==> config.mk <==
export PLATFORM = sky130hd
export DESIGN_NAME = psac_front
export DESIGN_NICKNAME = d
export VERILOG_FILES = /design/src/sv/psac_pkg.sv /design/src/sv/psac_front.sv
export SDC_FILE = /design/constraint.sdc
export NUM_CORES = 1
export LEC_CHECK = 0
export ABC_CLOCK_PERIOD_IN_PS = 14300
export BUFFER_PORTS_ARGS = -buffer_cell sky130_fd_sc_hd__buf_2
export CORE_ASPECT_RATIO = 2
export CORE_UTILIZATION = 55
export DETAILED_ROUTE_END_ITERATION = 7
export PLACE_DENSITY = 0.89
export SLEW_MARGIN = 20
export SYNTH_ARGS = -nofsm -noshare
export SYNTH_HDL_FRONTEND = slang
export SYNTH_SLANG_ARGS = --single-unit
export TNS_END_PERCENT = 30
==> constraint.sdc <==
create_clock -name clk -period 14.3 [get_ports clk]
set_clock_uncertainty 0.05 [all_clocks]
set_input_delay 2.86 -clock clk [delete_from_list [all_inputs] [get_ports clk]]
set_output_delay 2.86 -clock clk [all_outputs]
set_load 0.02 [all_outputs]
==> src/sv/psac_pkg.sv <==
// ----------------------------------------------------------------
// Polygon scaling package
// Fixed constants, register codes and shared status types.
// ----------------------------------------------------------------
package psac_pkg;

	localparam int SCALE_W     = 16;
	localparam int SCALE_ONE   = 256;
	localparam logic [SCALE_W-1:0] SCALE_RESET = 16'd256;
	localparam int DIV_SHIFT   = 9;
	localparam int DIV_BIAS    = (1 << DIV_SHIFT) - 1;
	localparam int CFG_DATA_W  = 32;
	localparam int PADDR_W     = 3;

	typedef enum logic [0:0] {
		REG_SCALE_FACTOR = 1'b0
	} reg_idx_t;

	typedef struct packed {
		logic not_empty;
		logic full;
	} job_status_t;

endpackage

==> src/sv/psac_front.sv <==
// ----------------------------------------------------------------
// Polygon loader
// Accepts vertices, stores them and tracks the bounding box; on the
// final vertex it hands a job to the back end.
// ----------------------------------------------------------------
module psac_front #(
	parameter int MAX_VERTICES = 64,
	parameter int COORD_BITS   = 16,
	localparam int IDX_W = $clog2(MAX_VERTICES),
	localparam int CNT_W = $clog2(MAX_VERTICES + 1)
) (
	input  logic                          clk,
	input  logic                          arst_n,
	input  logic                          in_valid,
	output logic                          in_ready,
	input  logic signed [COORD_BITS-1:0]  point_x,
	input  logic signed [COORD_BITS-1:0]  point_y,
	input  logic                          last_vertex,
	input  psac_pkg::job_status_t         job_status,
	output logic                          wr_en,
	output logic [IDX_W:0]                wr_addr,
	output logic [2*COORD_BITS-1:0]       wr_data,
	output logic                          job_push,
	output logic                          job_bank,
	output logic [CNT_W-1:0]              job_count,
	output logic signed [COORD_BITS:0]    job_sx,
	output logic signed [COORD_BITS:0]    job_sy
);

	localparam logic signed [COORD_BITS-1:0] COORD_MAX = {1'b0, {(COORD_BITS-1){1'b1}}};
	localparam logic signed [COORD_BITS-1:0] COORD_MIN = {1'b1, {(COORD_BITS-1){1'b0}}};

	logic [CNT_W-1:0]             count_q;
	logic                         bank_q;
	logic signed [COORD_BITS-1:0] low_x_q, high_x_q, low_y_q, high_y_q;
	logic signed [COORD_BITS-1:0] low_x_n, high_x_n, low_y_n, high_y_n;
	logic                         accept;
	logic                         store;

	always_comb begin
		accept   = in_valid && !job_status.full;
		store    = accept && (count_q != CNT_W'(MAX_VERTICES));
		low_x_n  = (store && (point_x < low_x_q))  ? point_x : low_x_q;
		high_x_n = (store && (point_x > high_x_q)) ? point_x : high_x_q;
		low_y_n  = (store && (point_y < low_y_q))  ? point_y : low_y_q;
		high_y_n = (store && (point_y > high_y_q)) ? point_y : high_y_q;
	end

	assign in_ready  = !job_status.full;
	assign wr_en     = store;
	assign wr_addr   = {bank_q, count_q[IDX_W-1:0]};
	assign wr_data   = {point_y, point_x};
	assign job_push  = accept && last_vertex;
	assign job_bank  = bank_q;
	assign job_count = count_q + CNT_W'(store);
	assign job_sx    = {low_x_n[COORD_BITS-1], low_x_n} + {high_x_n[COORD_BITS-1], high_x_n};
	assign job_sy    = {low_y_n[COORD_BITS-1], low_y_n} + {high_y_n[COORD_BITS-1], high_y_n};

	always_ff @(posedge clk or negedge arst_n) begin
		if (!arst_n) begin
			count_q  <= '0;
			bank_q   <= 1'b0;
			low_x_q  <= COORD_MAX;
			low_y_q  <= COORD_MAX;
			high_x_q <= COORD_MIN;
			high_y_q <= COORD_MIN;
		end else if (accept) begin
			if (last_vertex) begin
				count_q  <= '0;
				bank_q   <= !bank_q;
				low_x_q  <= COORD_MAX;
				low_y_q  <= COORD_MAX;
				high_x_q <= COORD_MIN;
				high_y_q <= COORD_MIN;
			end else begin
				count_q  <= job_count;
				low_x_q  <= low_x_n;
				low_y_q  <= low_y_n;
				high_x_q <= high_x_n;
				high_y_q <= high_y_n;
			end
		end
	end

endmodule

### Word-level counts from Yosys, hierarchy flattened

Index checks and enable logic that the tools add are counted.

| storage, ports and cells | value |
|---|---|
| input port bits | 38 |
| output and inout port bits | 84 |
| register bits after elaboration | 72 |

| cells by class | value |
|---|---|
| $add $sub $neg | 3 |
| mux-type cells | 9 |
| magnitude comparators | 4 |
| reductions and logical operators | 10 |
| equal/unequal tests | 1 |

Operator list:

| kind | count |
|---|---|
| $mux W16 | 8 |
| $add A16 B16 Y17 | 2 |
| $gt A16 B16 Y1 | 2 |
| $lt A16 B16 Y1 | 2 |
| $add A7 B1 Y7 | 1 |
| $logic_and A1 B1 Y1 | 7 |
| $mux W7 | 1 |
| $ne A7 B7 Y1 const B | 1 |
| $logic_not A1 Y1 | 2 |
| $reduce_and A2 Y1 | 1 |

### Longest topological paths before layout

| logic depth | value |
|---|---|
| depth after elaboration | 6 |
| gate-level depth with buffers | 23 |

### Worst setup path after synthesis

OpenSTA, ideal clock, no wires.

| timing | value |
|---|---|
| kind | input to output |
| start | in point_x[15] |
| end | out job_sx[15] |
| stages on the path | 18 |
| setup slack | 4.549 ns |
| path buffers | 2 |
| arrival | 6.841 ns |
| required time | 11.390 ns |
| cell sequence | ha_1 nand4_1 or3_1 or2_2 nand3b_1 mux2_2 buf_2 buf_4 mux2_2 ha_1 o21a_1 a211oi_1 o31ai_1 nor4_1 nor3_1 a211oi_1 a21oi_1 xnor2_1 |

| between the ends | value |
|---|---|
| longest elaborated chain between the ends | 4 |

Ends and longest elaborated chain:

| element | RTL line | RTL |
|---|---|---|
| start, declared | psac_front.sv:16 | `input logic signed [COORD_BITS-1:0] point_x,` |
| $lt A16 B16 Y1 or $gt A16 B16 Y1 (tied branches) | psac_front.sv:43, psac_front.sv:44 |  |
| $logic_and A1 B1 Y1 (on tied branches) | psac_front.sv:43, psac_front.sv:44 |  |
| $mux W16 (on tied branches) | psac_front.sv:43, psac_front.sv:44 |  |
| $add A16 B16 Y17 * | psac_front.sv:56 | `assign job_sx = {low_x_n[COORD_BITS-1], low_x_n} + {high_x_n[COORD_BITS-1], high_x_n};` |
| end, declared | psac_front.sv:26 | `output logic signed [COORD_BITS:0] job_sx,` |

Every way passes the cells marked *; elsewhere a longest branch is shown, timed or not.

### Final worst setup path

Same ends and word-level chain as after synthesis.

==> flow_metrics.env <==
export IMPL_status="completed"
export IMPL_drt_wl_total_mm=16.3
export IMPL_synth_cell_types=62
export IMPL_synth_top_family_by_area="compound AO/OA/AOI/OAI gates"
export IMPL_min_path_type="flop to flop"
export IMPL_synth_xor_xnor_area_share=0.0409
export IMPL_synthesis_nets=895
export IMPL_die_h_um=160
export IMPL_antennaDiodeCount=0
export IMPL_fin_crit_sh=0.736
export IMPL_cp_max_fo=20
export IMPL_ant_nets=0
export IMPL_gp_congestion=0.852
export IMPL_synth_simple_area_share=0.113
export IMPL_cts_buffers=9
export IMPL_clockBufferDepth=2
export IMPL_hold_path_depth=1
export IMPL_min_from="job_bank$_DFFE_PN0P_"
export IMPL_required_ns=11.39
export IMPL_portBuffers=120
export IMPL_synthArstFlopShare=1.00
export IMPL_placementRows=57
export IMPL_nets=971
export IMPL_crit_type="input port to output pin"
export IMPL_syn_area_um2=6850
export IMPL_grt_total_usage=0.263
export IMPL_drt_pre_antenna_iters=4
export IMPL_cts_sinks=72
export IMPL_timing_setup_tns_ns=0
export IMPL_synth_area_per_cell_um2=9.03
export IMPL_worst_slew_pin_slew_ns=0.983
export IMPL_dp_cells=971
export IMPL_rsz0062_at_grt="no"
export IMPL_synth_compound_area_frac=0.213
export IMPL_synthMuxAreaShare=0.0749
export IMPL_htree_levels=3
export IMPL_dr_first_iter_drc_count=135
export IMPL_r2r_slack_ns=10.95
export IMPL_cp_start_kind="input port"
export IMPL_crit_arrival_ns=7.61
export IMPL_cp_slowest_cell="mux2_2"
export IMPL_antenna_found_initial=0
export IMPL_finalPower_mw=0.853
export IMPL_synth_enable_flop_cells=0
export IMPL_r2r_end="high_x_q[14]$_DFFE_PN0P_"
export IMPL_drc=0
export IMPL_clkTransAtPathRegs_ns=0.05
export IMPL_root_buffer="clkbuf_16"
export IMPL_io_pins=122
export IMPL_synth_seq_cells=72
export IMPL_first_global_vias=5654
export IMPL_core_area_um2=12100
export IMPL_dp_hpwl_mm=12.7
export IMPL_hold_buffers=0
export IMPL_final_layout_size_suffix_gt1_frac=0.276
export IMPL_vias_per_cell=5.87
export IMPL_routedWlPerCell_um=16.6
export IMPL_ctsResizeCount=0
export IMPL_slowest_delay_ns=0.50
export IMPL_cp_cell_sequence="buf_2, ha_1, nand4_1, or3_1, or2_2, nand3b_1, mux2_2, mux2_2, ha_1, a211o_1, a211oi_1, o31ai_1, nor4_1, nor3_1, a211oi_1, a21oi_1, xnor2_1, buf_2"
export IMPL_cts_tree="done"
export IMPL_synth_flop_cell="dfrtp_1"
export IMPL_mostFrequentLayoutCells="120 x buf_2, 96 x ha_1, 86 x inv_1, 46 x a21oi_1, 40 x dfrtp_1"
export IMPL_min_to="job_bank$_DFFE_PN0P_"
export IMPL_synthAdderAreaFrac=0.181
export IMPL_layout_commonest_cell="buf_2"
export IMPL_hold_viol=0
export IMPL_post_cts_buffers=0
export IMPL_start_util=0.565
export IMPL_power_per_cell_area_nw_per_um2=113
export IMPL_grt_pass1_wl_mm=26.4
export IMPL_fin_crit_ns=10.52
export IMPL_grt_overflow_total=0
export IMPL_setup_viol=0
export IMPL_reg2reg_depth=9
export IMPL_yosysWarnings=0
export IMPL_dr_total_vias=5794
export IMPL_p_leak_nw=3.92
export IMPL_clock_latency_ns=0.32
export IMPL_final_max_slew_violation_count=0
export IMPL_die_width_um=80.9
export IMPL_synth_cells=759
export IMPL_ir_drop_mv=0.0738
export IMPL_endpoint_kind="output pin"
export IMPL_max_freq_ghz=0.0950
export IMPL_slew_headroom=0.345
export IMPL_area_growth_pct=10.7
export IMPL_ys_seq_area_frac=0.269
export IMPL_grt_max_degree=73
export IMPL_r2r_start="high_x_q[15]$_DFFE_PN1P_"
export IMPL_cap_violations=0
export IMPL_fp_dieArea_um2=12900
export IMPL_stdcell_count=987
## kinds of logic after synthesis
kind of cell	Yosys count
and+or+nand+nor	160
muxes	44
DFF	72
adders and majority gates	98
buffers and inverters	148
xor gates and xnor gates	32
AOI/OAI and AO/OA	205
## synth_stat cells, types with 2 or more instances
cell,number,share of area
mux2_2,39,0.064
o21a_1,9,0.0099
nand3_1,12,0.0088
nand2b_1,6,0.0055
xor2_1,5,0.0064
o21ai_1,3,0.0022
ha_1,96,0.18
nor2_1,37,0.020
buf_2,10,0.0073
clkbuf_1,9,0.0049
a21oi_1,46,0.034
dfstp_2,32,0.12
mux2_4,4,0.0088
and2_1,2,0.0018
a211oi_2,2,0.0037
o22a_1,14,0.018
a22oi_1,2,0.0022
o21bai_1,5,0.0055
a211oi_1,5,0.0055
or3_1,3,0.0027
or2_2,2,0.0018
a21o_1,24,0.026
xnor2_1,27,0.035
o21ai_0,34,0.025
nand4_1,9,0.0082
and3_1,9,0.0082
inv_1,86,0.047
fa_1,2,0.0058
nor3_1,29,0.021
buf_4,40,0.044
nor2b_1,7,0.0064
o2111ai_1,3,0.0038
nor4_1,2,0.0018
a22o_1,35,0.045
dfrtp_1,40,0.15
o31ai_1,3,0.0033
nand2_1,38,0.021
a31oi_1,4,0.0037
## power breakdown
group	internal [mW]	leakage, nW	total [mW]	switching, mW
Combinational	0.156	2.88	0.394	0.238
Sequential	0.217	0.887	0.226	0.00805
Clock	0.149	0.156	0.233	0.0845
## registers in the layout, summed over array words and instances (netlist names)
register	count
count_q	7
high_x_q	16
high_y_q	16
job_bank	1
low_x_q	16
low_y_q	16
## worst max-delay path, delay by kind of cell
kind	cells	cell delay, ns
xor gates and xnor gates	1	0.16
AOI/OAI and AO/OA	5	1.39
buffers and inverters	2	0.34
adders and majority gates	2	0.66
and+or+nand+nor	6	1.27
muxes	2	0.92
## stage by stage
| stage | util | cell area (µm²) | setup WS, ns | hold slack (ns) |
|---|---|---|---|---|
| after floorplan | - | 6850 | 4.55 | 0.424 |
| after global placement | 0.600 | 7270 | 3.82 | 0.438 |
| after detailed placement | 0.600 | 7270 | 3.76 | 0.440 |
| after CTS | 0.625 | 7580 | 3.75 | 0.449 |
| after global routing | 0.625 | 7580 | 3.42 | 0.474 |
| final | 0.625 | 7580 | 3.78 | 0.444 |
## final cells by class
| cell class | count | area, µm² |
|---|---|---|
| well taps | 147 | 184 |
| clock buffers | 13 | 270 |
| multi-input cells | 539 | 4270 |
| flip-flops and latches | 72 | 1840 |
| repair buffers | 126 | 646 |
| inverters | 87 | 327 |
| fillers | 1066 | 4540 |
| clock inverters | 3 | 40.0 |
## layer usage
metal / vias to the layer above / GRT usage / wire (µm)
met5: - / 0 / 0
met4: 0 / 0.107 / 486
met3: 36 / 0.0394 / 557
met2: 133 / 0.508 / 9250
met1: 2781 / 0.263 / 6040
li1: 2844 / - / -
## worst max-delay path by stage
stage,to,slack [ns],from
after CTS,job_sx[14],3.75,point_x[15]
after global placement,job_sx[14],3.82,point_x[15]
after floorplan,job_sx[15],4.55,point_x[15]
after detailed placement,job_sx[14],3.76,point_x[15]
after global routing,job_sx[15],3.42,point_x[1]
final,job_sx[15],3.78,point_x[15]
(Power assumes the default switching activity.)
