### src/sv/psac_pkg.sv
// ----------------------------------------------------------------
// Polygon scaling package
// Fixed constants, register codes and shared status types.
// ----------------------------------------------------------------
package psac_pkg;

	localparam int SCALE_W     = 16;
	localparam int SCALE_ONE   = 256;
	localparam logic [SCALE_W-1:0] SCALE_RESET = 16'd256;
	localparam int DIV_SHIFT   = 9;
	localparam int DIV_BIAS    = (1 << DIV_SHIFT) - 1;
	localparam int CFG_DATA_W  = 32;
	localparam int PADDR_W     = 3;

	typedef enum logic [0:0] {
		REG_SCALE_FACTOR = 1'b0
	} reg_idx_t;

	typedef struct packed {
		logic not_empty;
		logic full;
	} job_status_t;

endpackage

### src/sv/psac_back.sv
// ----------------------------------------------------------------
// Vertex emitter
// Replays the stored vertices of a job through the scaling pipeline
// into a small output queue.
// ----------------------------------------------------------------
module psac_back #(
	parameter int MAX_VERTICES = 64,
	parameter int COORD_BITS   = 16,
	localparam int IDX_W = $clog2(MAX_VERTICES),
	localparam int CNT_W = $clog2(MAX_VERTICES + 1)
) (
	input  logic                                clk,
	input  logic                                arst_n,
	input  logic [psac_pkg::SCALE_W-1:0]        scale_factor,
	input  psac_pkg::job_status_t               job_status,
	input  logic                                job_bank,
	input  logic [CNT_W-1:0]                    job_count,
	input  logic signed [COORD_BITS:0]          job_sx,
	input  logic signed [COORD_BITS:0]          job_sy,
	output logic                                job_pop,
	output logic                                rd_en,
	output logic [IDX_W:0]                      rd_addr,
	input  logic [2*COORD_BITS-1:0]             rd_data,
	output logic                                out_valid,
	input  logic                                out_ready,
	output logic [COORD_BITS-1:0]               scaled_x,
	output logic [COORD_BITS-1:0]               scaled_y,
	output logic                                last_out
);

	localparam int SW    = psac_pkg::SCALE_W;
	localparam int K_W   = SW + 2;
	localparam int PA_W  = COORD_BITS + SW + 1;
	localparam int PB_W  = COORD_BITS + SW + 3;
	localparam int NUM_W = COORD_BITS + SW + 4;
	localparam int Q_W   = NUM_W - psac_pkg::DIV_SHIFT;
	localparam int OQ_DEPTH = 4;
	localparam int OQ_AW    = $clog2(OQ_DEPTH);

	function automatic logic [COORD_BITS-1:0] sat_coord(input logic [NUM_W-1:0] num);
		logic [NUM_W-1:0] biased;
		logic [Q_W-1:0]   q;
		biased = num + (num[NUM_W-1] ? NUM_W'(psac_pkg::DIV_BIAS) : '0);
		q      = biased[NUM_W-1:psac_pkg::DIV_SHIFT];
		if ((q[Q_W-1:COORD_BITS-1] == '0) || (q[Q_W-1:COORD_BITS-1] == '1)) begin
			return q[COORD_BITS-1:0];
		end else if (q[Q_W-1]) begin
			return {1'b1, {(COORD_BITS-1){1'b0}}};
		end else begin
			return {1'b0, {(COORD_BITS-1){1'b1}}};
		end
	endfunction

	logic [IDX_W-1:0]             idx_q;
	logic                         issue, issue_last;
	logic [OQ_AW:0]               oq_cnt_q;
	logic [OQ_AW-1:0]             oq_wr_q, oq_rd_q;
	logic [COORD_BITS-1:0]        oq_x_q [OQ_DEPTH];
	logic [COORD_BITS-1:0]        oq_y_q [OQ_DEPTH];
	logic                         oq_last_q [OQ_DEPTH];
	logic                         oq_pop;

	logic                         v_s1, last_s1;
	logic signed [COORD_BITS:0]   sx_s1, sy_s1;
	logic                         v_s2, last_s2;
	logic signed [PA_W-1:0]       pax_s2, pay_s2;
	logic signed [PB_W-1:0]       pbx_s2, pby_s2;

	logic signed [COORD_BITS-1:0] px, py;
	logic signed [K_W-1:0]        k;
	logic signed [SW:0]           f_s;
	logic signed [PA_W-1:0]       pax, pay;
	logic signed [PB_W-1:0]       pbx, pby;
	logic [NUM_W-1:0]             num_x, num_y;

	always_comb begin
		issue      = job_status.not_empty &&
			((oq_cnt_q + (OQ_AW+1)'(v_s1) + (OQ_AW+1)'(v_s2)) < (OQ_AW+1)'(OQ_DEPTH));
		issue_last = ((CNT_W'(idx_q) + CNT_W'(1)) == job_count);
	end

	assign job_pop = issue && issue_last;
	assign rd_en   = issue;
	assign rd_addr = {job_bank, idx_q};

	always_comb begin
		px    = $signed(rd_data[COORD_BITS-1:0]);
		py    = $signed(rd_data[2*COORD_BITS-1:COORD_BITS]);
		f_s   = $signed({1'b0, scale_factor});
		k     = $signed(K_W'(psac_pkg::SCALE_ONE)) - $signed({2'b00, scale_factor});
		pax   = px * f_s;
		pay   = py * f_s;
		pbx   = sx_s1 * k;
		pby   = sy_s1 * k;
		num_x = {{(NUM_W-PA_W-1){pax_s2[PA_W-1]}}, pax_s2, 1'b0} +
			{{(NUM_W-PB_W){pbx_s2[PB_W-1]}}, pbx_s2};
		num_y = {{(NUM_W-PA_W-1){pay_s2[PA_W-1]}}, pay_s2, 1'b0} +
			{{(NUM_W-PB_W){pby_s2[PB_W-1]}}, pby_s2};
	end

	always_ff @(posedge clk) begin
		if (issue) begin
			last_s1 <= issue_last;
			sx_s1   <= job_sx;
			sy_s1   <= job_sy;
		end
		last_s2 <= last_s1;
		pax_s2  <= pax;
		pay_s2  <= pay;
		pbx_s2  <= pbx;
		pby_s2  <= pby;
		if (v_s2) begin
			oq_x_q[oq_wr_q]    <= sat_coord(num_x);
			oq_y_q[oq_wr_q]    <= sat_coord(num_y);
			oq_last_q[oq_wr_q] <= last_s2;
		end
	end

	assign out_valid = (oq_cnt_q != '0);
	assign oq_pop    = out_valid && out_ready;
	assign scaled_x  = oq_x_q[oq_rd_q];
	assign scaled_y  = oq_y_q[oq_rd_q];
	assign last_out  = oq_last_q[oq_rd_q];

	always_ff @(posedge clk or negedge arst_n) begin
		if (!arst_n) begin
			idx_q    <= '0;
			v_s1     <= 1'b0;
			v_s2     <= 1'b0;
			oq_cnt_q <= '0;
			oq_wr_q  <= '0;
			oq_rd_q  <= '0;
		end else begin
			if (issue) begin
				idx_q <= issue_last ? '0 : idx_q + IDX_W'(1);
			end
			v_s1 <= issue;
			v_s2 <= v_s1;
			if (v_s2) begin
				oq_wr_q <= oq_wr_q + OQ_AW'(1);
			end
			if (oq_pop) begin
				oq_rd_q <= oq_rd_q + OQ_AW'(1);
			end
			oq_cnt_q <= oq_cnt_q + (OQ_AW+1)'(v_s2) - (OQ_AW+1)'(oq_pop);
		end
	end

endmodule

### config.mk
export PLATFORM = sky130hd
export DESIGN_NAME = psac_back
export DESIGN_NICKNAME = d
export VERILOG_FILES = /design/src/sv/psac_pkg.sv /design/src/sv/psac_back.sv
export SDC_FILE = /design/constraint.sdc
export NUM_CORES = 2
export LEC_CHECK = 0
export CAP_MARGIN = 20
export CORE_ASPECT_RATIO = 1.5
export CORE_MARGIN = 10
export CORE_UTILIZATION = 60
export CTS_BUF_LIST = sky130_fd_sc_hd__clkbuf_2
export CTS_CLUSTER_SIZE = 16
export DETAILED_ROUTE_END_ITERATION = 10
export DONT_BUFFER_PORTS = 1
export GPL_TIMING_DRIVEN = 1
export PLACE_DENSITY_LB_ADDON = 0.08
export SLEW_MARGIN = 5
export SYNTH_ARGS = -nofsm -noshare
export SYNTH_HDL_FRONTEND = slang
export SYNTH_SLANG_ARGS = --single-unit
### constraint.sdc
create_clock -name clk -period 11.7 [get_ports clk]
set_input_delay 0.585 -clock clk [delete_from_list [all_inputs] [get_ports clk]]
set_output_delay 0.585 -clock clk [all_outputs]
set_load 0.01 [all_outputs]
; ---- Word level (Yosys, flattened, before mapping)
; Memory sizes are Yosys's and may differ from the RTL's.
; Index checks and enable logic that the tools add are counted.
[op_classes]
add_sub_neg = 13
mul = 4
order_cmp = 1
n_eq_ne = 3
muxes = 11
reduce_logical = 8
[op_table]
columns = op, n
row1 = 16-bit 2-to-1 mux, 6
row2 = 36-bit by 9-bit adder with 36-bit output, 2
row3 = 34-bit by 34-bit adder with 35-bit output, 2
row4 = 17-bit by 17-bit multiplier with 34-bit output, 2
row5 = 16-bit by 17-bit multiplier with 33-bit output, 2
row6 = 12-bit equality test (second input constant), 2
row7 = 12-bit zero test, 2
row8 = 9-bit 2-to-1 mux, 2
row9 = 9-bit by 16-bit subtractor with 17-bit output (first input constant), 1
row10 = 3-bit by 1-bit adder with 3-bit output, 3
row11 = 6-bit by 1-bit adder with 7-bit output (second input constant), 1
row12 = 7-bit equality test, 1
row13 = 6-bit by 1-bit adder with 6-bit output (second input constant), 1
row14 = 6-bit 2-to-1 mux, 1
row15 = 2-bit by 1-bit adder with 2-bit output (second input constant), 2
row16 = 1-bit logical AND, 3
row17 = 3-bit < comparator (second input constant), 1
row18 = 3-bit nonzero test, 1
row19 = 3-bit by 1-bit subtractor with 3-bit output, 1
row20 = 1-bit logical OR, 2
row21 = 1-bit 2-to-1 mux, 2
[word_totals]
ff_bits = 185
ramBits = 132
inputBits = 95
output_inout_bits = 43
elab_cells = 57
memories = 3
[memory_table]
columns = name, words, width, rd, rd_clocked_by_memory_dff, wr, line
row1 = oq_x_q, 4, 16, 1, 0, 1, psac_back.sv:58  ; logic [COORD_BITS-1:0] oq_x_q [OQ_DEPTH];
row2 = oq_y_q, 4, 16, 1, 0, 1, psac_back.sv:59  ; logic [COORD_BITS-1:0] oq_y_q [OQ_DEPTH];
row3 = oq_last_q, 4, 1, 1, 0, 1, psac_back.sv:60  ; logic oq_last_q [OQ_DEPTH];

; ---- Depth between registers and ports, before layout
[logic_depth]
word_depth = 7
depth_mapped = 34
mapped_depth_nobuf = 32

; ---- Worst setup path before layout
; Ideal clock, no wire load.
[synth_path]
path_kind = input-to-reg
start = input scale_factor[2] in the netlist's numbering
end = register pbx_s2[31]
setup_time_ns = 0.072
arrival_ns = 8.298
t_required_ns = 11.628
setup_slack_ns = 3.330
cell_stages = 32
path_buffers = 2
path_cell_list = clkbuf_1 -> nor4_1 -> nand2b_1 -> nor2_1 -> nand2_1 -> nand2_1 -> nand2_1 -> or3_1 -> or3_1 -> xor2_1 -> clkbuf_1 -> nand2_1 -> fa_1 -> fa_1 -> inv_1 -> fa_1 -> fa_1 -> fa_1 -> inv_1 -> fa_1 -> inv_1 -> ha_1 -> nor2b_1 -> or4_1 -> o21ai_0 -> o21ai_0 -> o41ai_1 -> o21ai_0 -> nor4_1 -> o31ai_1 -> a21oi_1 -> xnor2_1
[synth_via]
elab_chain_len = 2
[synth_lines]
columns = element, line
row1 = from (decl), psac_back.sv:14  ; input logic [psac_pkg::SCALE_W-1:0] scale_factor,
row2 = 9-bit by 16-bit subtractor with 17-bit output, psac_back.sv:90  ; k = $signed(K_W'(psac_pkg::SCALE_ONE)) - $signed({2'b00, scale_factor});
row3 = 17-bit by 17-bit multiplier with 34-bit output, psac_back.sv:93  ; pbx = sx_s1 * k;
row4 = named net pbx[31], psac_back.sv:73  ; logic signed [PB_W-1:0] pbx, pby;
row5 = to (signal assigned), psac_back.sv:110  ; pbx_s2 <= pbx;
row6 = to (decl), psac_back.sv:67  ; logic signed [PB_W-1:0] pbx_s2, pby_s2;
; The timed path passes the listed nets, and every way through them passes these cells.
; A chain may end at the register's enable or synchronous reset.

; ---- Worst setup path in the final report
[layout_path]
start = input scale_factor[2] in the netlist's numbering
end = register, netlist name pbx_s2[33]
[layout_via]
elab_chain_len = 2
[layout_lines]
columns = element, line
row1 = 9-bit by 16-bit subtractor with 17-bit output, psac_back.sv:90
row2 = 17-bit by 17-bit multiplier with 34-bit output, psac_back.sv:93
row3 = named net pbx[33], psac_back.sv:73
; The timed path passes the listed nets, and every way through them passes these cells.

==> results.toml <==
[detailed_routing]
firstDrtPassIters = 7
wl_um = 136000
ant_nets = 0
vias = 38300
vias_per_cell = 5.61
routedWlPerCell_um = 19.9
drt_iter0_drc = 1845
drc = 0

[timing]
fin_setup_tns_ns = 0
final.min_clock_period_ns = 8.30
fmax_mhz = 120
setup_viol = 0
final-max-slew-violation-count = 0
tightest_slew_ns = 1.09
fin_skew_ns = 0.120
grt_setup_unrepaired = "no"
hold_viol_final = 0
post-route-period-util_pct = 71.0
max_slew_margin_pct = 26.8

[floorplan]
core_area_sq_mm = 0.0887
initial_core_util_pct = 60.4
dieHeight_um = 386
die-area_sq_mm = 0.102
ios = 138
rows = 134
die_w_um = 264

[yosys]
syn_area_per_cell_sq_um = 9.53
yosysTopAreaCellShare_pct = 36.8
synth_edf_count = 167
synth_ff_type = "edfxtp_1"
yosysUniqueCellTypes = 91
seq_area_frac_synth_pct = 15.1
synthesis.area_sq_mm = 0.0535
synth_warnings = 0
synth-seq-cells = 317
syn_inst = 5618
synth_area_leaders = "fa_1 37%, ha_1 12%, edfxtp_1 9.4%, inv_1 8.5%, and2_1 5.1%"
async_flop_share_pct = 4.73
syn_nets = 7201
synth_area_leader_cell = "fa_1"

[clock_tree]
clk_path_buf_depth = 3
htreeDepth = 3
clk_pin_slew_ns = 0.10
cts_sinks = 317
cts_resized = 0
cts_tree = "yes"
clk_latency_ns = 1.17
numCtsBuffers = 81
cts_root_buffer = "clkbuf_2"

[critical_path]
crit_arrival_ns = 9.31
r2r_slack_ns = 3.64
cpPeakStageDelay_ns = 0.64
cp-start-kind = "input port"
critPathMostFrequentCell = "fa_1"
required_ns = 12.71
critPathMaxFanout = 35
cp_top_family = "adder cells"
setup.worst_path.end_class = "register"
path_buf_inv = 4
criticalPathCategory = "input port to register"
crit_slowest_cell = "xor2_2"

[cells_and_area]
final_common_cell = "inv_1"
layout_common_cells = "1,209 x inv_1, 983 x fa_1, 722 x nand2_1"
layout-drive-gt1-share_pct = 4.86
nNetsFinal = 7193
areaGrowthSynthToFinish_pct = 5.19

[outcome]
status = "completed"

[global_routing]
grt_max_degree = 62
grt_pass1_wl_um = 220000
antenna_found_initial = 5
grt_overflow_total = 0
track_usage_pct = 27.5
grt_pass1_vias = 41800

[job]
drv_cap = 0

[placed_design]
hpwl_um = 105000
gp_congestion = 0.905
port_buffers = 0

[hold_path]
hp-class = "input port to register"
[synth_stat cells, drive strengths merged, types with 16 or more instances]
cell,n
nor4,16
inv,1210
clkbuf,194
or3,22
nor2b,26
o21bai,17
a21oi,164
nor2,152
nor3,49
nand2b,50
edfxtp,167
o21a,29
nand4,21
a21o,59
ha,505
dfxtp,135
xnor2,157
or2,21
o21ai,113
xor2,75
fa,983
nand2,722
and3,20
mux4,33
nand3,46
and2,436
[stage by stage]
step	worst slack [ns]	utilization, %	cells	instance area, sq um	hold WS (ns)
final	3.40	63.5	6836	56300	0.129
after global routing	2.92	63.5	6836	56300	0.0351
after CTS	3.52	63.5	6833	56300	0.00245
after detailed placement	2.35	61.5	6603	54600	0.290
after global placement	2.46	61.5	6603	54600	0.290
after floorplan	3.33	-	5618	53500	0.289
[sequential cells by signal, summed over array words and instances (netlist names)]
name       count
last_s2        1
oq_cnt_q       3
idx_q          6
oq_last_q      4
pax_s2        33
oq_y_q        64
last_s1        1
v_s2           1
oq_wr_q        2
pbx_s2        34
sy_s1         17
pay_s2        33
oq_x_q        64
oq_rd_q        2
pby_s2        34
v_s1           1
sx_s1         17
[layout make-up]
cell class | count | area (sq um)
sequential | 317 | 8090
antenna | 3 | 7.51
multi-input combinational | 3884 | 40200
fill | 7573 | 32400
clock inverter | 35 | 354
clock buffer | 115 | 576
tap | 1156 | 1450
timing repair buffer | 116 | 1070
inverter | 1210 | 4540
[cell families (layout without fill, tap and decap cells)]
group	Yosys count	after routing	share of synthesized area [%]
xor gates and xnor gates	232	232	3.80
muxes	38	38	1.48
AOI/OAI and AO/OA	516	516	6.36
and+or+nand+nor	1610	1610	14.7
buffers and inverters	1417	1476	10.0
adders and majority gates	1488	1488	48.6
DFF	317	317	15.1
other	0	3	0
[repair_timing]
action	4_1_cts	5_1_grt
hold buffers	80	0
buffers inserted	0	0
endpoints found under the hold margin	76	0
[per-layer routing]
layer	global-route usage (%)	vias up	part of all wire, %
met5	0	-	0.012
met4	13.9	2	5.5
met3	3.60	375	4.3
met2	51.7	962	54
met1	29.9	19700	37
li1	-	17300	-
[worst paths after layout]
| check | start | end | depth (start not counted) |
|---|---|---|---|
| min | job_sx[11] | sx_s1[11] | 1 |
| min in group asynchronous | arst_n | idx_q[4] | 2 |
| max in group asynchronous | arst_n | oq_rd_q[0] | 2 |
| max | scale_factor[2] | pbx_s2[33] | 29 |
| min reg2reg | v_s1 | v_s2 | 0 |
| max reg2reg | sx_s1[7] | pbx_s2[33] | 24 |
Power is left out: the tool's default activity adds up to more than one toggle a clock period on the data nets, which glitch-free logic cannot reach.
