[config.mk]
export PLATFORM = sky130hd
export DESIGN_NAME = psac_job_queue
export DESIGN_NICKNAME = d
export VERILOG_FILES = /design/src/sv/psac_pkg.sv /design/src/sv/psac_job_queue.sv
export SDC_FILE = /design/constraint.sdc
export NUM_CORES = 1
export LEC_CHECK = 0
export ABC_CLOCK_PERIOD_IN_PS = 2560
export BUFFER_PORTS_ARGS = -buffer_cell sky130_fd_sc_hd__buf_2
export CAP_MARGIN = 20
export CORE_MARGIN = 8
export CORE_UTILIZATION = 47
export DETAILED_ROUTE_END_ITERATION = 12
export PLACE_DENSITY = 0.81
export RECOVER_POWER = 100
export SYNTH_ARGS = -nofsm -noshare
export SYNTH_HDL_FRONTEND = slang
export SYNTH_SLANG_ARGS = --single-unit
export TNS_END_PERCENT = 20
[constraint.sdc]
create_clock -name clk -period 2.56 [get_ports clk]
set_input_delay 0.256 -clock clk [delete_from_list [all_inputs] [get_ports clk]]
set_output_delay 0.256 -clock clk [all_outputs]
set_load 0.01 [all_outputs]
[src/sv/psac_pkg.sv]
// ----------------------------------------------------------------
// Polygon scaling package
// Fixed constants, register codes and shared status types.
// ----------------------------------------------------------------
package psac_pkg;

	localparam int SCALE_W     = 16;
	localparam int SCALE_ONE   = 256;
	localparam logic [SCALE_W-1:0] SCALE_RESET = 16'd256;
	localparam int DIV_SHIFT   = 9;
	localparam int DIV_BIAS    = (1 << DIV_SHIFT) - 1;
	localparam int CFG_DATA_W  = 32;
	localparam int PADDR_W     = 3;

	typedef enum logic [0:0] {
		REG_SCALE_FACTOR = 1'b0
	} reg_idx_t;

	typedef struct packed {
		logic not_empty;
		logic full;
	} job_status_t;

endpackage

[src/sv/psac_job_queue.sv]
// ----------------------------------------------------------------
// Job queue
// Two-entry queue of polygon jobs between the loader and the emitter.
// ----------------------------------------------------------------
module psac_job_queue #(
	parameter int WIDTH = 40
) (
	input  logic                  clk,
	input  logic                  arst_n,
	input  logic                  push,
	input  logic [WIDTH-1:0]      push_data,
	input  logic                  pop,
	output logic [WIDTH-1:0]      head,
	output psac_pkg::job_status_t status
);

	logic [WIDTH-1:0] entry_q [2];
	logic             wr_ptr_q, rd_ptr_q;
	logic [1:0]       cnt_q;

	assign head             = entry_q[rd_ptr_q];
	assign status.not_empty = (cnt_q != 2'd0);
	assign status.full      = (cnt_q == 2'd2);

	always_ff @(posedge clk) begin
		if (push) begin
			entry_q[wr_ptr_q] <= push_data;
		end
	end

	always_ff @(posedge clk or negedge arst_n) begin
		if (!arst_n) begin
			wr_ptr_q <= 1'b0;
			rd_ptr_q <= 1'b0;
			cnt_q    <= 2'd0;
		end else begin
			if (push) begin
				wr_ptr_q <= !wr_ptr_q;
			end
			if (pop) begin
				rd_ptr_q <= !rd_ptr_q;
			end
			cnt_q <= cnt_q + 2'(push) - 2'(pop);
		end
	end

endmodule

* After elaboration in Yosys (flattened, before gate mapping)
Memory sizes are Yosys's and may differ from the RTL's. Index checks and enable logic that the tools add are counted.
Word-level totals: bits in registers 4, word-level logic and storage cells 12, memories 1, input bits 44, bits in writable memories 80, output and inout port bits 42
Memory list:
- entry_q | depth 2, width 40, read ports 1, clocked after Yosys merged registers in 0, write ports 1, line psac_job_queue.sv:17 | logic [WIDTH-1:0] entry_q [2];
Operators by class: equality and inequality tests 1, mux-type cells 2, add/subtract/negate cells 2, reductions and logical operators 3
Operators with widths (count):
- 2-bit by 1-bit adder with 2-bit output | 1
- 2-bit equality test (second input constant) | 1
- 1-bit logical NOT | 2
- 1-bit two-way mux | 2
- 2-bit nonzero test | 1
- 2-bit by 1-bit subtractor with 2-bit output | 1

* Logic depth before layout (Yosys ltp)
Gate-level depths: netlist (run 1).
depth after elaboration 2, gate-level depth with buffers 5, depth with buffers taken out 5

* Worst setup path after synthesis (run 1)
Ideal clock, no wire load.
path type register to register, start register wr_ptr_q, end memory entry_q[0][0] (enable), data required time 2.118 ns, arrival time 2.193 ns, buffers on the path 0, path slack -0.075 ns, clock period less this slack 2.635 ns, cell stages (with the launch flop) 2, library setup time 0.442 ns, cell sequence dfrtp_1 > nor2b_1
RTL lines:
- from (decl) | line psac_job_queue.sv:18 | logic wr_ptr_q, rd_ptr_q;
- from (signal assigned) | line psac_job_queue.sv:38 | wr_ptr_q <= !wr_ptr_q;
- to (decl) | line psac_job_queue.sv:17
No word-level cell before the write port.

* Worst setup path in the final report (run 1)
start register wr_ptr_q, end memory entry_q[1][23] (enable)
No word-level cell before the write port.

==> results of run 1 <==
per-layer routing:
| metal | GRT usage | up-vias | share of wire |
|---|---|---|---|
| li1 | - | 735 | - |
| met1 | 0.117 | 773 | 0.40 |
| met2 | 0.202 | 53 | 0.52 |
| met3 | 0.0433 | 9 | 0.067 |
| met4 | 0.0594 | 0 | 0.017 |
| met5 | 0 | - | 0 |
final timing paths:
path,end,slack [ns],startpoint,depth (start not counted)
max in group asynchronous,rd_ptr_q,2.09,arst_n,2
worst min register to register,wr_ptr_q,0.50,wr_ptr_q,1
min in group asynchronous,cnt_q[0],0.28,arst_n,2
worst min-delay path,entry_q[1][8],0.1,push_data[8],1
worst max-delay path,entry_q[1][23],0.36,wr_ptr_q,2
worst max register to register,entry_q[1][23],0.36,wr_ptr_q,2
cell type report:
| type | instances | area [sq um] |
|---|---|---|
| multi-input combinational | 49 | 568 |
| clock buffer | 9 | 124 |
| sequential | 84 | 2500 |
| tap | 96 | 120 |
| timing repair buffer | 89 | 447 |
| clock inverter | 7 | 98.8 |
| inverter | 2 | 7.51 |
| fill | 551 | 2930 |
flip-flops by register name, summed over array words and instances, names as in the netlist:
| signal | flops |
|---|---|
| cnt_q | 2 |
| entry_q | 80 |
| rd_ptr_q | 1 |
| wr_ptr_q | 1 |
placed cells by master (no fill, tap or decap):
cell	synthesis	final
ha_1	2	2
buf_12	4	2
mux2_4	39	7
bufinv_16	0	2
xor3_1	1	1
dlygate4sd3_1	0	1
inv_6	0	1
nor2b_1	2	2
edfxtp_1	80	80
clkinv_1	0	1
mux2_1	0	32
and2_0	0	1
inv_8	0	1
xor2_1	2	2
dfrtp_1	4	3
clkbuf_8	0	9
inv_1	2	2
or2_2	1	1
buf_2	0	58
mux2_2	1	1
clkbuf_1	0	27
clkinvlp_4	0	2
dfrtp_2	0	1
clkbuf_2	0	1
where the power goes:
| group | total, mW | switching [mW] | internal, mW |
|---|---|---|---|
| Combinational | 1.14 | 0.597 | 0.538 |
| Clock | 1.02 | 0.466 | 0.556 |
| Sequential | 1.96 | 0.131 | 1.83 |
| Total | 4.12 | 1.19 | 2.92 |
synthesized netlist by cell type, drive strengths merged:
| cell | instances |
|---|---|
| mux2 | 40 |
| inv | 2 |
| buf | 5 |
| nor2b | 2 |
| xor3 | 1 |
| and2 | 1 |
| ha | 2 |
| edfxtp | 80 |
| or2 | 1 |
| xor2 | 2 |
| dfrtp | 4 |
worst max-delay path: stages (launching register included):
cell,delay (ns)
dfrtp_1,0.39
and2_0,0.69
clkbuf_2,0.74
kinds of logic (layout without fill, tap and decap cells):
kind of cell | after synthesis | after routing | synth area share
muxes | 40 | 40 | 0.181
buffers and inverters | 7 | 107 | 0.0301
DFF | 84 | 84 | 0.761
xor gates and xnor gates | 3 | 3 | 0.0126
and+or+nand+nor | 4 | 4 | 0.00761
adders and majority gates | 2 | 2 | 0.00761
==> results.md, run 1 <==
- Post-route setup TNS: 0 ns
- Max IR drop VDD: 0.000576 V
- CTS Buffer Depth: 2
- Clock-pin transition on the worst setup and hold timing paths: 0.09 ns
- Setup Fix Bufs, Post-CTS: 0
- Avg Cell Area, Syn: 23.5 sq um
- # nets final: 281
- Starting density of the core: 0.484
- Ports: 86
- First-pass GRT wire length: 8.65 mm
- Cell Pwr Density: 1060 nW/um^2
- TritonCTS clock tree: built
- Max_cap viols: 0
- Core area: 6790 sq um
- Dpl cell area: 3800 sq um
- Register area share after synthesis: 0.761
- Wirelength per Cell: 16.7 um
- LEAKAGE: 1.44 nW
- Global route total overflow: 0
- Post-synthesis cell count: 140
- Die ar.: 9930 sq um
- Worst Hold Slack: 0.0982 ns
- Layout cells sized above 1: 0.358
- Clock skew: 0.00792 ns
- Detailed Route Iter0 Violations: 58
- Final non-filler cell total: 336
- Cells after DPL: 319
- Min-delay worst type: primary input to register
- Critical path required time: 2.53 ns
- Residual DRC: 0
- Vias in the first global route: 1731
- Startpoint type of the worst setup path: register
- Slew Viols, Final: 0
- Setup violations, final: 0
- Final Hold Vio Count: 0
- H-tree levels: 3
- Util after Layout: 0.569
- RSZ-0062 raised after global routing: no
- Post-Synthesis Net Count: 186
- Tot GR Track Use: 0.115
- CTS buffer count: 9
- Synth warn: 0
- Crit. End Element: register
- Worst slew pin tran: 1.17 ns
- Worst slack at placement: 0.766 ns
- Placer Congestion: 0.682
- CTS root buffer: clkbuf_8
- Crit Path Max Fanout: 29
- Pin count of the biggest net entering global routing: 30
- Fin area: 3870 sq um
- Largest cells by area after synthesis: edfxtp_1, mux2_4, dfrtp_1
- Worst Path Arrival: 2.16 ns
- Port Buf Inserts: 85
- Synth Register Bits: 84
- Total power: 4.12 mW
- Routed vias: 1570
- Sink Count: 84
- Area leader, netlist: edfxtp_1
- DP HPWL: 4.02 mm
- CTS-repair resized insts: 0
- # diodes: 0
- Area grow syn2layout: 17.6%
- Antenna violations before repair: 0
- Synth unique cells: 13
- Hold_buf cts: 1
- CP Class: register to register
- Worst-Skew Late Latency: 0.34 ns
- Routed Antenna Nets: 0
- Max Freq: 455 MHz
- DRT Wirelength: 5.60 mm
- Post-route clock period utilization: 0.858
- Die Ht: 99.7 um
- Slew HR: 0.218
- Outcome: completed
- Pre-Repair DR Iteration Count: 3
- Row count: 30
- Worst setup margin: 0.365 ns
- Die Wd: 99.7 um
- Mapped Area: 3290 sq um
- Clock period minus worst slack: 2.20 ns
- DR vias/cell: 4.67
- Area share of the largest cell type after synthesis: 0.730
(Power assumes the default switching activity.)
==> run 2: changes to the inputs <==
ABC_AREA = 1   (was default)
GPL_TIMING_DRIVEN = 0   (was default)
==> run 2 against run 1 <==
Against the previous run:
- cell count rose by 30%
- synthesized cell count is 67% higher
- sequential power decreased by 3%
- worst hold slack better by 0.0012 ns
- first-iteration DRC count up 53%
- critical endpoint is now head[36]
- largest cell class unchanged
==> results.md, run 2 <==
- Outcome: completed
- Tot GR Track Use: 0.127 (+0.0120)
- Ports: 86 (unchanged)
- Slew HR: 0.295 (+0.0775)
- Final non-filler cell total: 436 (+30%)
- Port Buf Inserts: 85 (unchanged)
- Routed Antenna Nets: 0 (unchanged)
- Total power: 4.37 mW (+6.2%)
- Synth Register Bits: 84 (unchanged)
- Minimum setup slack among reg-to-reg paths: 0.76 ns (+0.40 ns)
- Capturing point of the worst reg2reg path: entry_q[0][33]
- Dpl cell area: 3950 sq um (+3.8%)
- Vias in the first global route: 2051 (+18%)
- EDFF count, synth: 80 (unchanged)
- Row count: 31 (+3.3%)
- Layout cells sized above 1: 0.291 (-0.0675)
- RSZ-0062 raised after global routing: no
- Fin area: 4060 sq um (+5.0%)
- # diodes: 0 (unchanged)
- Die Ht: 101 um (+0.92%)
- H-tree levels: 3 (unchanged)
- R2r worst-path depth: 2 (unchanged)
- Placer Congestion: 0.646 (-5.2%)
- CTS root buffer: clkbuf_8
- Top reg by flops: entry_q
- Startpoint type of the worst setup path: register
- Crit Path Max Fanout: 10 (-66%)
- Synth unique cells: 10 (-3)
- CTS buffer count: 9 (unchanged)
- HP Start: push_data[14]
- Routed vias: 1971 (+26%)
- Post-route clock period utilization: 0.750 (-0.108)
- DR vias/cell: 4.52 (-3.3%)
- Sink Count: 84 (unchanged)
- Post-synthesis adder-cell area fraction: 0.00744 (-0.000164)
- Worst slack at placement: 0.997 ns (+0.231 ns)
- CTS Buffer Depth: 2 (unchanged)
- Synth warn: 0 (unchanged)
- Detailed Route Iter0 Violations: 89 (+53%)
- Residual DRC: 0 (unchanged)
- Area leader, netlist: edfxtp_1
- Die Wd: 101 um (+0.92%)
- Post-Synthesis Net Count: 280 (+51%)
- Post-synthesis cell count: 234 (+67%)
- Worst Path Arrival: 1.66 ns (-0.50 ns)
- Max_cap viols: 0 (unchanged)
- # nets final: 378 (+35%)
- Register area share after synthesis: 0.744 (-0.0164)
- Cell Pwr Density: 1080 nW/um^2 (+1.1%)
- # fillers: 624 (+13%)
- R2r startpoint: wr_ptr_q
- Sink of the worst hold path: entry_q[0][14]
- Async S/R FF share, synth: 0.0476 (unchanged)
- Mapped Area: 3360 sq um (+2.2%)
- Ys flop type: edfxtp_1
- Wirelength per Cell: 14.3 um (-14%)
- Worst setup margin: 0.641 ns (+0.277 ns)
- Synth Area in XOR/XNOR: 0.00521 (-0.00734)
- Most frequent cell after synthesis: edfxtp_1
- Final Hold Vio Count: 0 (unchanged)
- TritonCTS clock tree: built
- Setup violations, final: 0 (unchanged)
- Clock-pin transition on the worst setup and hold timing paths: 0.08 ns (about the same)
- Commonest non-fill, non-tap cell in the layout: edfxtp_1
- Crit. End Element: output pin
- Cells after DPL: 419 (+31%)
- Min-delay worst type: primary input to register
- Max Freq: 521 MHz (+14%)
- Global route total overflow: 0 (unchanged)
- Post-synthesis simple-gate area fraction: 0.0562 (+0.0486)
- Commonest cells in the netlist: edfxtp_1, inv_1, nand2_1
- Synth Area in Compound Gates: 0.104 (+0.104)
- Antenna violations before repair: 0 (unchanged)
- Area share of the largest cell type after synthesis: 0.715 (-0.0158)
- Die ar.: 10100 sq um (+1.8%)
- Setup Fix Bufs, Post-CTS: 0 (unchanged)
- Multiplexer share of the synthesized area: 0 (-0.181)
- Critical path required time: 2.30 ns (-0.23 ns)
- Clock skew: 0.00899 ns (+0.00107 ns)
- Core area: 7100 sq um (+4.5%)
- DP HPWL: 4.39 mm (+9.3%)
- Worst slew pin tran: 1.06 ns (-0.115 ns)
- Max reg flops: 80 (unchanged)
- CP Class: register to output pin
- DRT Wirelength: 6.23 mm (+11%)
- Avg Cell Area, Syn: 14.4 sq um (-39%)
- Clock period minus worst slack: 1.92 ns (-0.277 ns)
- Largest family of logic cells by synthesized area: compound AO/OA/AOI/OAI gates
- Worst-Skew Late Latency: 0.34 ns (about the same)
- Slew Viols, Final: 0 (unchanged)
- Worst Hold Slack: 0.0993 ns (+0.00118 ns)
- Hold Crit Depth: 1 (unchanged)
- Max IR drop VDD: 0.000533 V (-7.4%)
- Pin count of the biggest net entering global routing: 41 (+37%)
- First-pass GRT wire length: 9.78 mm (+13%)
- Regs by FF count: entry_q: 80 flops, cnt_q: 2 flops
- Most frequent cells in the layout: edfxtp_1, clkbuf_1, nand2_1
- LEAKAGE: 1.64 nW (+14%)
- Area grow syn2layout: 20.8%
- Starting density of the core: 0.474 (-0.0105)
- Pre-Repair DR Iteration Count: 4 (+1)
- Largest cells by area after synthesis: edfxtp_1, o21ai_2, inv_1
- CTS-repair resized insts: 0 (unchanged)
## run 2: cell count changes after synthesis, sizes merged, moves of 2 or more
cell / change
inv: +45
mux2: -40
nor2b: -2
nor2: +2
o21ai: +40
nand2: +47
buf: +4
## run 2: final cells by class
class | instances | area (sq um) | share of cell area
buffer | 9 | 93.8 | 0.0231
clock buffer | 10 | 128 | 0.0314
clock inverter | 6 | 55.1 | 0.0136
inverter | 47 | 176 | 0.0434
multi-input combinational | 94 | 584 | 0.144
sequential | 84 | 2500 | 0.616
tap | 99 | 124 | 0.0305
timing repair buffer | 87 | 399 | 0.0982
## run 2: worst max path at each step
stage / start / to / slack [ns] / depth (start not counted)
6_report: rd_ptr_q / head[36] / 0.64 / 5
5_1_grt: rd_ptr_q / head[16] / 0.46 / 5
4_1_cts: rd_ptr_q / head[34] / 0.96 / 4
3_5_place_dp: wr_ptr_q / entry_q[1][15] / 1.0 / 2
3_3_place_gp: push / entry_q[0][17] / -0.95 / 3
2_1_floorplan: wr_ptr_q / entry_q[0][0] / 0.03 / 1
## run 2: cells by family after synthesis
kind of cell / count (synthesis)
AO/OA/AOI/OAI: 40
flip-flops: 84
buffers and inverters: 56
adder cells (fa/ha/maj): 2
AND/OR/NAND/NOR: 50
XOR/XNOR: 2
## run 2: critical path: stages, from the launching register on
cell and delay, ns:
dfrtp_1 0.32, clkbuf_1 0.48, buf_6 0.23, nand2_1 0.07, o21ai_2 0.05, clkbuf_1 0.18
## run 2: power by group
part / internal, mW / total [mW] / switching (mW) / leakage (nW)
Clock: 0.441 / 0.877 / 0.436 / 0.0911
Sequential: 1.83 / 1.90 / 0.0717 / 0.798
Combinational: 0.572 / 1.59 / 1.02 / 0.752
## run 2: timing repair
item | in CTS | in global routing
hold buffers | 1 | 0
endpoints found under the setup margin | 0 | 0
hold endpoints to repair | 4 | 0
## run 2: metrics by stage
step | TNS (ns) | utilization
floorplan | 0 | -
global placement | -37.77 | 0.551
detailed placement | 0 | 0.556
CTS | 0 | 0.583
global route | 0 | 0.572
finish | 0 | 0.572
## run 2: layer usage
| metal | share of wire | GRT usage | routed length, um |
|---|---|---|---|
| met1 | 0.41 | 0.138 | 2560 |
| met2 | 0.53 | 0.225 | 3330 |
| met3 | 0.045 | 0.0428 | 283 |
| met4 | 0.0092 | 0.0488 | 57 |
| met5 | 0 | 0 | 0 |
